## src/rtl/core/csvx_pkg.sv

```systemverilog
// csvx_pkg: shared constants and types for the csv two-field extractor
// no dependencies; used by csv_two_field_extractor, csvx_line_checker and tb

package csvx_pkg;

  // longest code kept per field
  localparam int MAX_CODE_LEN = 3;
  localparam int CODE_W       = 8 * MAX_CODE_LEN;
  // field length counts up to MAX_CODE_LEN + 1 and sticks there
  localparam int FLEN_W       = $clog2(MAX_CODE_LEN + 2);
  localparam int LEN_W        = $clog2(MAX_CODE_LEN + 1);
  localparam int COUNT_W      = 8;
  localparam int COL_W        = 8;

  localparam logic [7:0] CHAR_COMMA = 8'h2C;
  localparam logic [7:0] CHAR_N     = 8'h4E;
  localparam logic [7:0] CHAR_A     = 8'h41;
  localparam logic [7:0] CHAR_NUL   = 8'h00;

  localparam logic [COUNT_W-1:0] COUNT_MAX = '1;

  localparam logic [COL_W-1:0] ORIGIN_COL_RESET = 8'd17;
  localparam logic [COL_W-1:0] DEST_COL_RESET   = 8'd18;

  // configuration register indexes
  typedef enum logic [0:0] {
    REG_ORIGIN_COL = 1'b0,
    REG_DEST_COL   = 1'b1
  } cfg_reg_t;

  // per-line verdict while scanning
  typedef enum logic [1:0] {
    VERDICT_OK       = 2'd0,
    VERDICT_INVALID  = 2'd1,
    VERDICT_TOO_LONG = 2'd2,
    VERDICT_STOPPED  = 2'd3
  } verdict_t;

  // status reported with each line result
  typedef enum logic [1:0] {
    STATUS_VALID    = 2'd0,
    STATUS_INVALID  = 2'd1,
    STATUS_TOO_LONG = 2'd2
  } line_status_t;

  // "NA" left-aligned in a code word
  function automatic logic [CODE_W-1:0] na_code();
    logic [CODE_W-1:0] v;
    v = '0;
    v[CODE_W-1 -: 8] = CHAR_N;
    v[CODE_W-9 -: 8] = CHAR_A;
    return v;
  endfunction

endpackage

```

## src/rtl/core/csv_two_field_extractor.sv

```systemverilog
// csv_two_field_extractor: top level, byte scanner with a registered result
// depends on csvx_pkg

// Takes one text line as a stream of bytes, one byte per request on the s_
// side, with s_tlast on the line's last byte. Commas are counted (saturating
// at 255); the field that ends at comma number origin_column becomes the
// origin code and the one ending at destination_column the destination code,
// each up to three characters, first character in the top byte. The last
// byte of a line is scanned like any other, then one result request leaves
// on the m_ side with both codes, their lengths and a status: valid, invalid
// (empty field, field equal to "NA", or field not reached), or too long.
// A status other than valid carries zero codes and lengths. Once a line goes
// bad, or a zero byte is seen, the remaining bytes up to s_tlast are only
// counted as consumed. Rate: one byte per clock, sustained; each byte goes
// through a single compare/count step into the line state; the result lands
// in one output register in the cycle after its last byte. Input is held off
// only while that register is full and m_tready is low. The user must write the
// column registers via cfg_we/cfg_index/cfg_data while idle; it is not enforced.

module csv_two_field_extractor (
  input  logic        clk,
  input  logic        rst,
  // configuration write port
  input  logic        cfg_we,
  input  logic [0:0]  cfg_index,
  input  logic [7:0]  cfg_data,
  // byte stream in
  input  logic        s_tvalid,
  output logic        s_tready,
  input  logic [7:0]  s_tdata,    // [7:0] text_byte
  input  logic        s_tlast,    // line_end
  // line results out
  output logic        m_tvalid,
  input  logic        m_tready,
  output logic [55:0] m_tdata,    // [23:0] origin_code, [25:24] origin_length,
                                  // [49:26] destination_code,
                                  // [51:50] destination_length, [55:52] zero
  output logic [1:0]  m_tuser     // [1:0] line_status
);

  localparam int CW = csvx_pkg::CODE_W;
  localparam int FW = csvx_pkg::FLEN_W;
  localparam int LW = csvx_pkg::LEN_W;
  localparam int NW = csvx_pkg::COUNT_W;

  // column registers
  logic [csvx_pkg::COL_W-1:0] origin_column;
  logic [csvx_pkg::COL_W-1:0] destination_column;

  // per-line scan state
  logic [NW-1:0]         comma_count, comma_count_next;
  logic [FW-1:0]         field_length, field_length_next;
  logic [CW-1:0]         field_buffer, field_buffer_next;
  logic [CW-1:0]         origin_held, origin_held_next;
  logic [LW-1:0]         origin_len_held, origin_len_held_next;
  logic [CW-1:0]         destination_held, destination_held_next;
  logic [LW-1:0]         destination_len_held, destination_len_held_next;
  logic [1:0]            fields_found, fields_found_next;
  csvx_pkg::verdict_t    line_verdict, line_verdict_next;

  // output register
  logic [CW-1:0]          out_origin, out_dest;
  logic [LW-1:0]          out_origin_len, out_dest_len;
  csvx_pkg::line_status_t out_status;

  logic                   in_accept;
  logic [NW-1:0]          count_inc;
  logic                   is_o, is_d;
  logic [2:0]             found_sum;
  csvx_pkg::line_status_t res_status;

  // a new byte may enter whenever the output slot is free or being drained
  assign s_tready  = !m_tvalid || m_tready;
  assign in_accept = s_tvalid && s_tready;

  assign count_inc = comma_count + NW'(1);
  assign is_o      = (count_inc == origin_column);
  assign is_d      = (count_inc == destination_column);
  assign found_sum = {1'b0, fields_found} + {2'b00, is_o} + {2'b00, is_d};

  // scan one byte into the line state
  always_comb begin
    comma_count_next          = comma_count;
    field_length_next         = field_length;
    field_buffer_next         = field_buffer;
    origin_held_next          = origin_held;
    origin_len_held_next      = origin_len_held;
    destination_held_next     = destination_held;
    destination_len_held_next = destination_len_held;
    fields_found_next         = fields_found;
    line_verdict_next         = line_verdict;

    if (in_accept && line_verdict == csvx_pkg::VERDICT_OK) begin
      if (s_tdata == csvx_pkg::CHAR_NUL) begin
        // zero byte ends the scan like a string terminator
        line_verdict_next = csvx_pkg::VERDICT_STOPPED;
      end else if (s_tdata == csvx_pkg::CHAR_COMMA) begin
        if (comma_count != csvx_pkg::COUNT_MAX) begin
          comma_count_next = count_inc;
          if (is_o || is_d) begin
            // close a chosen field
            priority if (field_length == '0) begin
              line_verdict_next = csvx_pkg::VERDICT_INVALID;
            end else if (field_length > FW'(csvx_pkg::MAX_CODE_LEN)) begin
              line_verdict_next = csvx_pkg::VERDICT_TOO_LONG;
            end else if (field_length == FW'(2) &&
                         field_buffer == csvx_pkg::na_code()) begin
              line_verdict_next = csvx_pkg::VERDICT_INVALID;
            end else begin
              if (is_o) begin
                origin_held_next     = field_buffer;
                origin_len_held_next = field_length[LW-1:0];
              end
              if (is_d) begin
                destination_held_next     = field_buffer;
                destination_len_held_next = field_length[LW-1:0];
              end
              fields_found_next = (found_sum > 3'd3) ? 2'd3 : found_sum[1:0];
            end
          end
        end
        field_length_next = '0;
        field_buffer_next = '0;
      end else begin
        // ordinary character: keep the first few, count one past the limit
        if (field_length < FW'(csvx_pkg::MAX_CODE_LEN)) begin
          for (int i = 0; i < csvx_pkg::MAX_CODE_LEN; i++) begin
            if (field_length == FW'(csvx_pkg::MAX_CODE_LEN - 1 - i)) begin
              field_buffer_next[i*8 +: 8] = s_tdata;
            end
          end
          field_length_next = field_length + FW'(1);
        end else if (field_length == FW'(csvx_pkg::MAX_CODE_LEN)) begin
          field_length_next = field_length + FW'(1);
        end
      end
    end
  end

  // line status from the state after the last byte
  always_comb begin
    unique case (line_verdict_next)
      csvx_pkg::VERDICT_INVALID:  res_status = csvx_pkg::STATUS_INVALID;
      csvx_pkg::VERDICT_TOO_LONG: res_status = csvx_pkg::STATUS_TOO_LONG;
      default: res_status = (fields_found_next == 2'd2) ? csvx_pkg::STATUS_VALID
                                                        : csvx_pkg::STATUS_INVALID;
    endcase
  end

  // configuration registers
  always_ff @(posedge clk) begin
    if (rst) begin
      origin_column      <= csvx_pkg::ORIGIN_COL_RESET;
      destination_column <= csvx_pkg::DEST_COL_RESET;
    end else if (cfg_we) begin
      unique case (cfg_index)
        csvx_pkg::REG_ORIGIN_COL: origin_column      <= cfg_data;
        csvx_pkg::REG_DEST_COL:   destination_column <= cfg_data;
        default: ;
      endcase
    end
  end

  // line state; the last byte of a line clears it for the next one
  always_ff @(posedge clk) begin
    if (rst || (in_accept && s_tlast)) begin
      comma_count          <= '0;
      field_length         <= '0;
      field_buffer         <= '0;
      origin_held          <= '0;
      origin_len_held      <= '0;
      destination_held     <= '0;
      destination_len_held <= '0;
      fields_found         <= '0;
      line_verdict         <= csvx_pkg::VERDICT_OK;
    end else begin
      comma_count          <= comma_count_next;
      field_length         <= field_length_next;
      field_buffer         <= field_buffer_next;
      origin_held          <= origin_held_next;
      origin_len_held      <= origin_len_held_next;
      destination_held     <= destination_held_next;
      destination_len_held <= destination_len_held_next;
      fields_found         <= fields_found_next;
      line_verdict         <= line_verdict_next;
    end
  end

  // output valid
  always_ff @(posedge clk) begin
    if (rst) begin
      m_tvalid <= 1'b0;
    end else if (in_accept && s_tlast) begin
      m_tvalid <= 1'b1;
    end else if (m_tready) begin
      m_tvalid <= 1'b0;
    end
  end

  // output payload; codes are zeroed unless the line is valid
  always_ff @(posedge clk) begin
    if (in_accept && s_tlast) begin
      out_status <= res_status;
      if (res_status == csvx_pkg::STATUS_VALID) begin
        out_origin     <= origin_held_next;
        out_origin_len <= origin_len_held_next;
        out_dest       <= destination_held_next;
        out_dest_len   <= destination_len_held_next;
      end else begin
        out_origin     <= '0;
        out_origin_len <= '0;
        out_dest       <= '0;
        out_dest_len   <= '0;
      end
    end
  end

  assign m_tdata = {4'b0000, out_dest_len, out_dest, out_origin_len, out_origin};
  assign m_tuser = out_status;

`ifndef SYNTHESIS
  // a finished line always produces a result next cycle
  a_line_gives_result: assert property (@(posedge clk) disable iff (rst)
    in_accept && s_tlast |=> m_tvalid)
    else $error("line end did not produce a result");

  // line state is clear after a line end
  a_state_cleared: assert property (@(posedge clk) disable iff (rst)
    in_accept && s_tlast |=> comma_count == '0 && fields_found == 2'd0 &&
                             line_verdict == csvx_pkg::VERDICT_OK)
    else $error("line state not cleared after line end");

  // a bad line carries no codes
  a_bad_line_zero: assert property (@(posedge clk) disable iff (rst)
    m_tvalid && m_tuser != csvx_pkg::STATUS_VALID |-> m_tdata == '0)
    else $error("non-valid result carries code data");

  // a valid line has both codes non-empty
  a_valid_lengths: assert property (@(posedge clk) disable iff (rst)
    m_tvalid && m_tuser == csvx_pkg::STATUS_VALID |->
      m_tdata[25:24] != 2'd0 && m_tdata[51:50] != 2'd0)
    else $error("valid result with empty code");

  // status code three is never reported
  a_status_range: assert property (@(posedge clk) disable iff (rst)
    m_tvalid |-> m_tuser != 2'd3)
    else $error("undefined line status");
`endif

endmodule

```

## config.mk

```make
export PLATFORM = sky130hd
export DESIGN_NAME = csv_two_field_extractor
export DESIGN_NICKNAME = d
export VERILOG_FILES = /design/src/rtl/core/csvx_pkg.sv /design/src/rtl/core/csv_two_field_extractor.sv
export SDC_FILE = /design/constraint.sdc
export NUM_CORES = 1
export LEC_CHECK = 0
export BUFFER_PORTS_ARGS = -buffer_cell sky130_fd_sc_hd__buf_4
export CAP_MARGIN = 15
export CELL_PAD_IN_SITES_DETAIL_PLACEMENT = 1
export CELL_PAD_IN_SITES_GLOBAL_PLACEMENT = 1
export CORE_ASPECT_RATIO = 0.9
export CORE_MARGIN = 1.5
export CORE_UTILIZATION = 49
export DETAILED_ROUTE_END_ITERATION = 8
export PLACE_DENSITY = 0.92
export SLEW_MARGIN = 20
export SYNTH_ARGS = -nofsm -noshare
export SYNTH_HDL_FRONTEND = slang
export SYNTH_SLANG_ARGS = --single-unit
```

## constraint.sdc

```tcl
create_clock -name clk -period 7.92 [get_ports clk]
set_input_delay 1.98 -clock clk [delete_from_list [all_inputs] [get_ports clk]]
set_output_delay 1.98 -clock clk [all_outputs]
set_load 0.01 [all_outputs]
```

After elaboration in Yosys (flattened, before gate mapping)

Cells that the tools add are included.

Add/sub/neg operators: 4
$lt $le $gt $ge: 3
Equality and inequality tests: 11
Multiplexer cells: 65
Bitwise operators: 2
Reductions and logical operators: 25

Operator list:

| kind                                                           | count |
|---|---|
| two-way mux 24 bit                                             | 20 |
| two-way mux 2 bit                                              | 35 |
| == test 24 x 23 -> 1 bit (second input constant)               | 1 |
| two-way mux 8 bit                                              | 3 |
| == test 8 bit                                                  | 2 |
| AND reduction 4 bit                                            | 4 |
| nonzero test 2 bit                                             | 5 |
| two-way mux 3 bit                                              | 3 |
| adder 8 x 1 -> 8 bit (second input constant)                   | 1 |
| == test 8 x 6 -> 1 bit (second input constant)                 | 1 |
| zero test 8 bit                                                | 1 |
| inequality test 8 bit (second input constant)                  | 1 |
| == test 3 x 2 -> 1 bit (second input constant)                 | 2 |
| greater-than comparator 3 x 2 -> 1 bit (second input constant) | 2 |
| == test 2 bit (second input constant)                          | 2 |
| logical AND 1 bit                                              | 4 |
| zero test 2 bit                                                | 2 |
| case mux 2 bit (2 select lines)                                | 1 |
| AND reduction 2 bit                                            | 2 |
| adder 2 x 1 -> 3 bit                                           | 1 |
| adder 3 x 1 -> 3 bit                                           | 1 |
| adder 3 x 1 -> 3 bit (second input constant)                   | 1 |
| == test 3 x 1 -> 1 bit (second input constant)                 | 1 |
| zero test 3 bit                                                | 1 |
| other kinds (8)                                                | 13 |

Flip-flop bits (word level): 162
Output and inout port bits: 60
Logic and storage cells: 129

Longest topological paths before layout

Depth after elaboration: 18
Gate-level depth with buffers: 16
Depth with buffers taken out: 14

Worst setup path after synthesis

Ideal clock, no wire load.

Kind: input port to flip-flop
Start point: input port m_tready
End point: register comma_count[3]
Setup time: 0.128 ns
Arrival: 5.623 ns
Data required time: 7.792 ns
Slack: 2.170 ns
Stages on the path: 6
Path through: nand2b_1 nor2b_1 or2_2 clkbuf_1 clkbuf_1 nor2_1

Cells in the longest elaborated chain, start to end: 4

RTL lines:

| what                                                              | line                                                          | source |
|---|---|---|
| from (decl)                                                       | csv_two_field_extractor.sv:34                                 | `input logic m_tready,` |
| logical OR 1 bit (*)                                              | csv_two_field_extractor.sv:73                                 | `assign s_tready = !m_tvalid \|\| m_tready;` |
| logical AND 1 bit (*)                                             | csv_two_field_extractor.sv:74                                 | `assign in_accept = s_tvalid && s_tready;` |
| logical AND 1 bit (on tied branches)                              | csv_two_field_extractor.sv:93, csv_two_field_extractor.sv:166 |  |
| AND reduction 4 bit (no line) or logical OR 1 bit (tied branches) | -                                                             |  |
| to (signal assigned)                                              | csv_two_field_extractor.sv:177                                | `comma_count <= comma_count_next;` |
| to (decl)                                                         | csv_two_field_extractor.sv:51                                 | `logic [NW-1:0] comma_count, comma_count_next;` |

Every way passes the cells marked *; elsewhere a longest branch is shown, timed or not.
A chain may end at the register's enable or synchronous reset.

Worst setup path after layout

Start point: input port s_tdata[0]
End point: register out_dest[11] (data pin)

RTL lines:

| what                                                    | line                           | source |
|---|---|---|
| from (decl)                                             | csv_two_field_extractor.sv:30  | `input logic [7:0] s_tdata,` |
| == test 8 x 6 -> 1 bit                                  | csv_two_field_extractor.sv:97  | `end else if (s_tdata == csvx_pkg::CHAR_COMMA) begin` |
| two-way mux 2 bit                                       | csv_two_field_extractor.sv:97  |  |
| two-way mux 2 bit (*)                                   | csv_two_field_extractor.sv:94  | `if (s_tdata == csvx_pkg::CHAR_NUL) begin` |
| two-way mux 2 bit (*)                                   | csv_two_field_extractor.sv:93  | `if (in_accept && line_verdict == csvx_pkg::VERDICT_OK) begin` |
| net line_verdict_next[0]                                | csv_two_field_extractor.sv:59  | `csvx_pkg::verdict_t line_verdict, line_verdict_next;` |
| == test 2 bit or == test 2 x 1 -> 1 bit (tied branches) | csv_two_field_extractor.sv:142 | `unique case (line_verdict_next)` |
| case mux 2 bit (2 select lines) (*)                     | csv_two_field_extractor.sv:142 |  |
| zero test 2 bit (*)                                     | csv_two_field_extractor.sv:204 | `if (res_status == csvx_pkg::STATUS_VALID) begin` |
| to (signal assigned)                                    | csv_two_field_extractor.sv:207 | `out_dest <= destination_held_next;` |
| to (decl)                                               | csv_two_field_extractor.sv:62  | `logic [CW-1:0] out_origin, out_dest;` |

Mark *: on every way through the listed nets, which the timed path passes. The rest lies on a longest branch.

==> flow_metrics.tcl <==
set metrics [dict create \
    fin_hold_ws_ps 468.8 \
    max_freq_mhz 207.0 \
    synth_area_leaders "dfxtp_1, edfxtp_1, mux2i_1" \
    seq_area_frac_synth_pct 55.98 \
    die_x_um 126.8 \
    outcome "complete, no violations" \
    tns_ps 0 \
    hold_buffers 0 \
    top_usage_layer "met2" \
    synth_fa_ha_area_share_pct 1.777 \
    synth_largest_area_cell "dfxtp_1" \
    drt-total-wl_um 18110 \
    io_buffers 78 \
    synthArstFlopShare_pct 0 \
    drt_pre_antenna_iters 4 \
    synthDistinctLibCells 63 \
    end_kind "flip-flop" \
    critical_path_depth 13 \
    syn_area_um2 6759 \
    cp.arrival_ps 4980 \
    htreeDepth 4 \
    grt_pass1_vias 5286 \
    post-cts-setup-buffers 0 \
    total_power_w 0.001884 \
    setup_viol 0 \
    synth_top_area_share_pct 31.99 \
    dpl.hpwl_um 11780 \
    synth_top_family_by_area "simple AND/OR/NAND/NOR gates" \
    synth_compound_area_share_pct 5.776 \
    antenna_left 0 \
    final_core_util_pct 60.00 \
    worst_skew_pair.late_latency_ps 430 \
    crit_required_ps 8070 \
    cp_max_fo 52 \
    yosys_register_bits 162 \
    fin_crit_ps 4832 \
    route.vias.total 4925 \
    cts_buffer_depth 2 \
    gp_congestion 0.8717 \
    die-area_um2 14510 \
    relSlewSlack_pct 26.19 \
    ios 83 \
    hold_viol 0 \
    synth_cells 640 \
    viasPerCell 5.534 \
    num_antenna_cells 0 \
    cts_tree "done" \
    rsz0062_at_grt "no" \
    clk_pin_slew_ps 60 \
    ctsResizeCount 0 \
    holdPathStages 2 \
    grt_first_pass_wirelength_um 28990 \
    final_max_slew_viol_count 0 \
    start_kind "input pin" \
    path_delay_family "simple AND/OR/NAND/NOR gates" \
    min_period_over_period_pct 61.01 \
    grt_use_met3_pct 5.701 \
    timing_worst_setup_path_type "in -> reg" \
    final_nets 741 \
    rows 40 \
    synth_warnings 0 \
    synth_edf_count 54 \
    core_area_um2 13410 \
    worstMarginPinSlew_ps 1107 \
    dieHeight_um 114.4 \
    clock-sinks 162 \
    cp_slowest_cell "buf_4" \
    grt_antenna_before_repair 0 \
    synth-xor-area-share_pct 2.962 \
    gr-usage-all-layers_pct 26.29 \
    mostFrequentLayoutCells "nor2_1, dfxtp_1, buf_4, mux2i_1, edfxtp_1" \
    drive_gt1_share_pct 17.73 \
    layout_commonest_cell "nor2_1" \
    synthMuxAreaShare_pct 11.72 \
    cts_made_buffers 17 \
    drc 0 \
    synth_area_per_cell_um2 10.56 \
    maxCapViolations 0 \
    power_density_nw_per_um2 234.1 \
    drtIter0Drc 322 \
    grt-ovfl-total 0 \
    cts_root_buf "clkbuf_16" \
    yosys.area_share.simple_pct 18.25 \
    met2_usage_pct 44.82 \
    power_leakage_nw 3.329 \
    hold_path_class "reg -> reg" \
    ir_drop_v 0.0001699 \
    routedWlPerCell_um 20.35 \
    finClkSkew_ps 13.09 \
    crit_path_max_incr_delay_ps 500 \
    place_inst 858 \
    use_met1_pct 31.64 \
    grt_max_degree 60 \
    start_util_pct 50.39 \
    path_cells "buf_4, nor4b_4, nand2_4, nor2_4, nand2_4, o31ai_1, inv_1, ha_1, mux2_2, o31ai_2, o311ai_4, buf_4, nor2_1" \
    synth_ff_type "dfxtp_1" \
    fin_cells 890 \
    area_delta_synth_final_pct 19.07 \
    crit_buf_inv 3 \
    r2r_cells 14 \
    fillCellCount 1443 \
]
cells by family after synthesis:
kind of cell | count (synthesis)
adder cells (fa/ha/maj) | 9
AND/OR/NAND/NOR | 270
AO/OA/AOI/OAI | 56
XOR/XNOR | 18
other | 1
multiplexers | 79
buffers and inverters | 45
flip-flops | 162
routing by layer:
layer	vias to the layer above	wire length, um
met4	0	576
met3	43	877
met5	-	0
met1	2422	7524
li1	2316	-
met2	144	9134
path summary, 6_finish.rpt:
path	startpoint	endpoint	slack [ps]
setup / recovery	s_tdata[0]	out_dest[11]$_SDFFCE_PP0P_	3090
hold / removal	destination_column[0]$_SDFFE_PP0P_	destination_column[0]$_SDFFE_PP0P_	470
setup reg to reg	comma_count[0]$_SDFFE_PP0P_	out_dest[11]$_SDFFCE_PP0P_	3410
hold reg to reg	destination_column[0]$_SDFFE_PP0P_	destination_column[0]$_SDFFE_PP0P_	470
metrics by stage:
step	area, um2	setup slack [ps]
2_1_floorplan	6770	2170
3_3_place_gp	7410	2996
3_5_place_dp	7410	2788
4_1_cts	8044	3120
5_1_grt	8048	2936
6_report	8048	3088
report_power, final:
part / switching (W) / internal (W) / leakage (nW)
clock: 0.000324 / 0.000565 / 0.306
sequential: 0.0000140 / 0.000875 / 1.39
combinational: 0.0000643 / 0.0000417 / 1.64
worst min-delay path, stage by stage (launching register included):
cell     delay, ps
dfxtp_1        320
nand2_1         50
a21oi_1         50
cell usage after synthesis, types with 2 or more instances:
cell / instances
mux2i_1: 78
nand2b_1: 5
a311o_1: 2
or2_2: 2
inv_1: 9
and2_1: 5
ha_1: 8
nor4_1: 2
o21ai_1: 2
buf_2: 5
nand2_1: 53
nand4_1: 2
o21ai_0: 6
nand3b_1: 5
and3_1: 2
buf_6: 4
edfxtp_1: 54
xor2_1: 9
nor2b_1: 3
nor2_1: 152
nand2_4: 2
a21oi_1: 29
buf_4: 8
or3_1: 3
xnor3_1: 2
o31ai_1: 2
xnor2_1: 6
nand3_1: 12
nor3_1: 7
clkbuf_1: 19
nor4b_1: 3
dfxtp_1: 108
final cells by class:
class                           count  area, um2  share of cell area, %
Clock buffer                       21      450.4                  5.597
Clock inverter                     11      183.9                  2.285
Inverter                            9      33.78                 0.4198
Multi-Input combinational cell    436       2763                  34.33
Sequential cell                   162       3784                  47.01
Tap cell                          168      210.2                  2.612
Timing Repair Buffer               83      623.1                  7.743
sequential cells by signal, indices dropped and copies added, names as in the netlist:
name / cells
out_dest: 24
origin_column: 8
origin_len_held: 2
out_origin: 24
comma_count: 8
field_length: 3
destination_held: 24
destination_len_held: 2
fields_found: 2
out_origin_len: 2
origin_held: 24
field_buffer: 24
out_dest_len: 2
destination_column: 8
line_verdict: 2
m_tvalid: 1
m_tuser: 2
No activity file was read; power rests on OpenSTA's default activity.
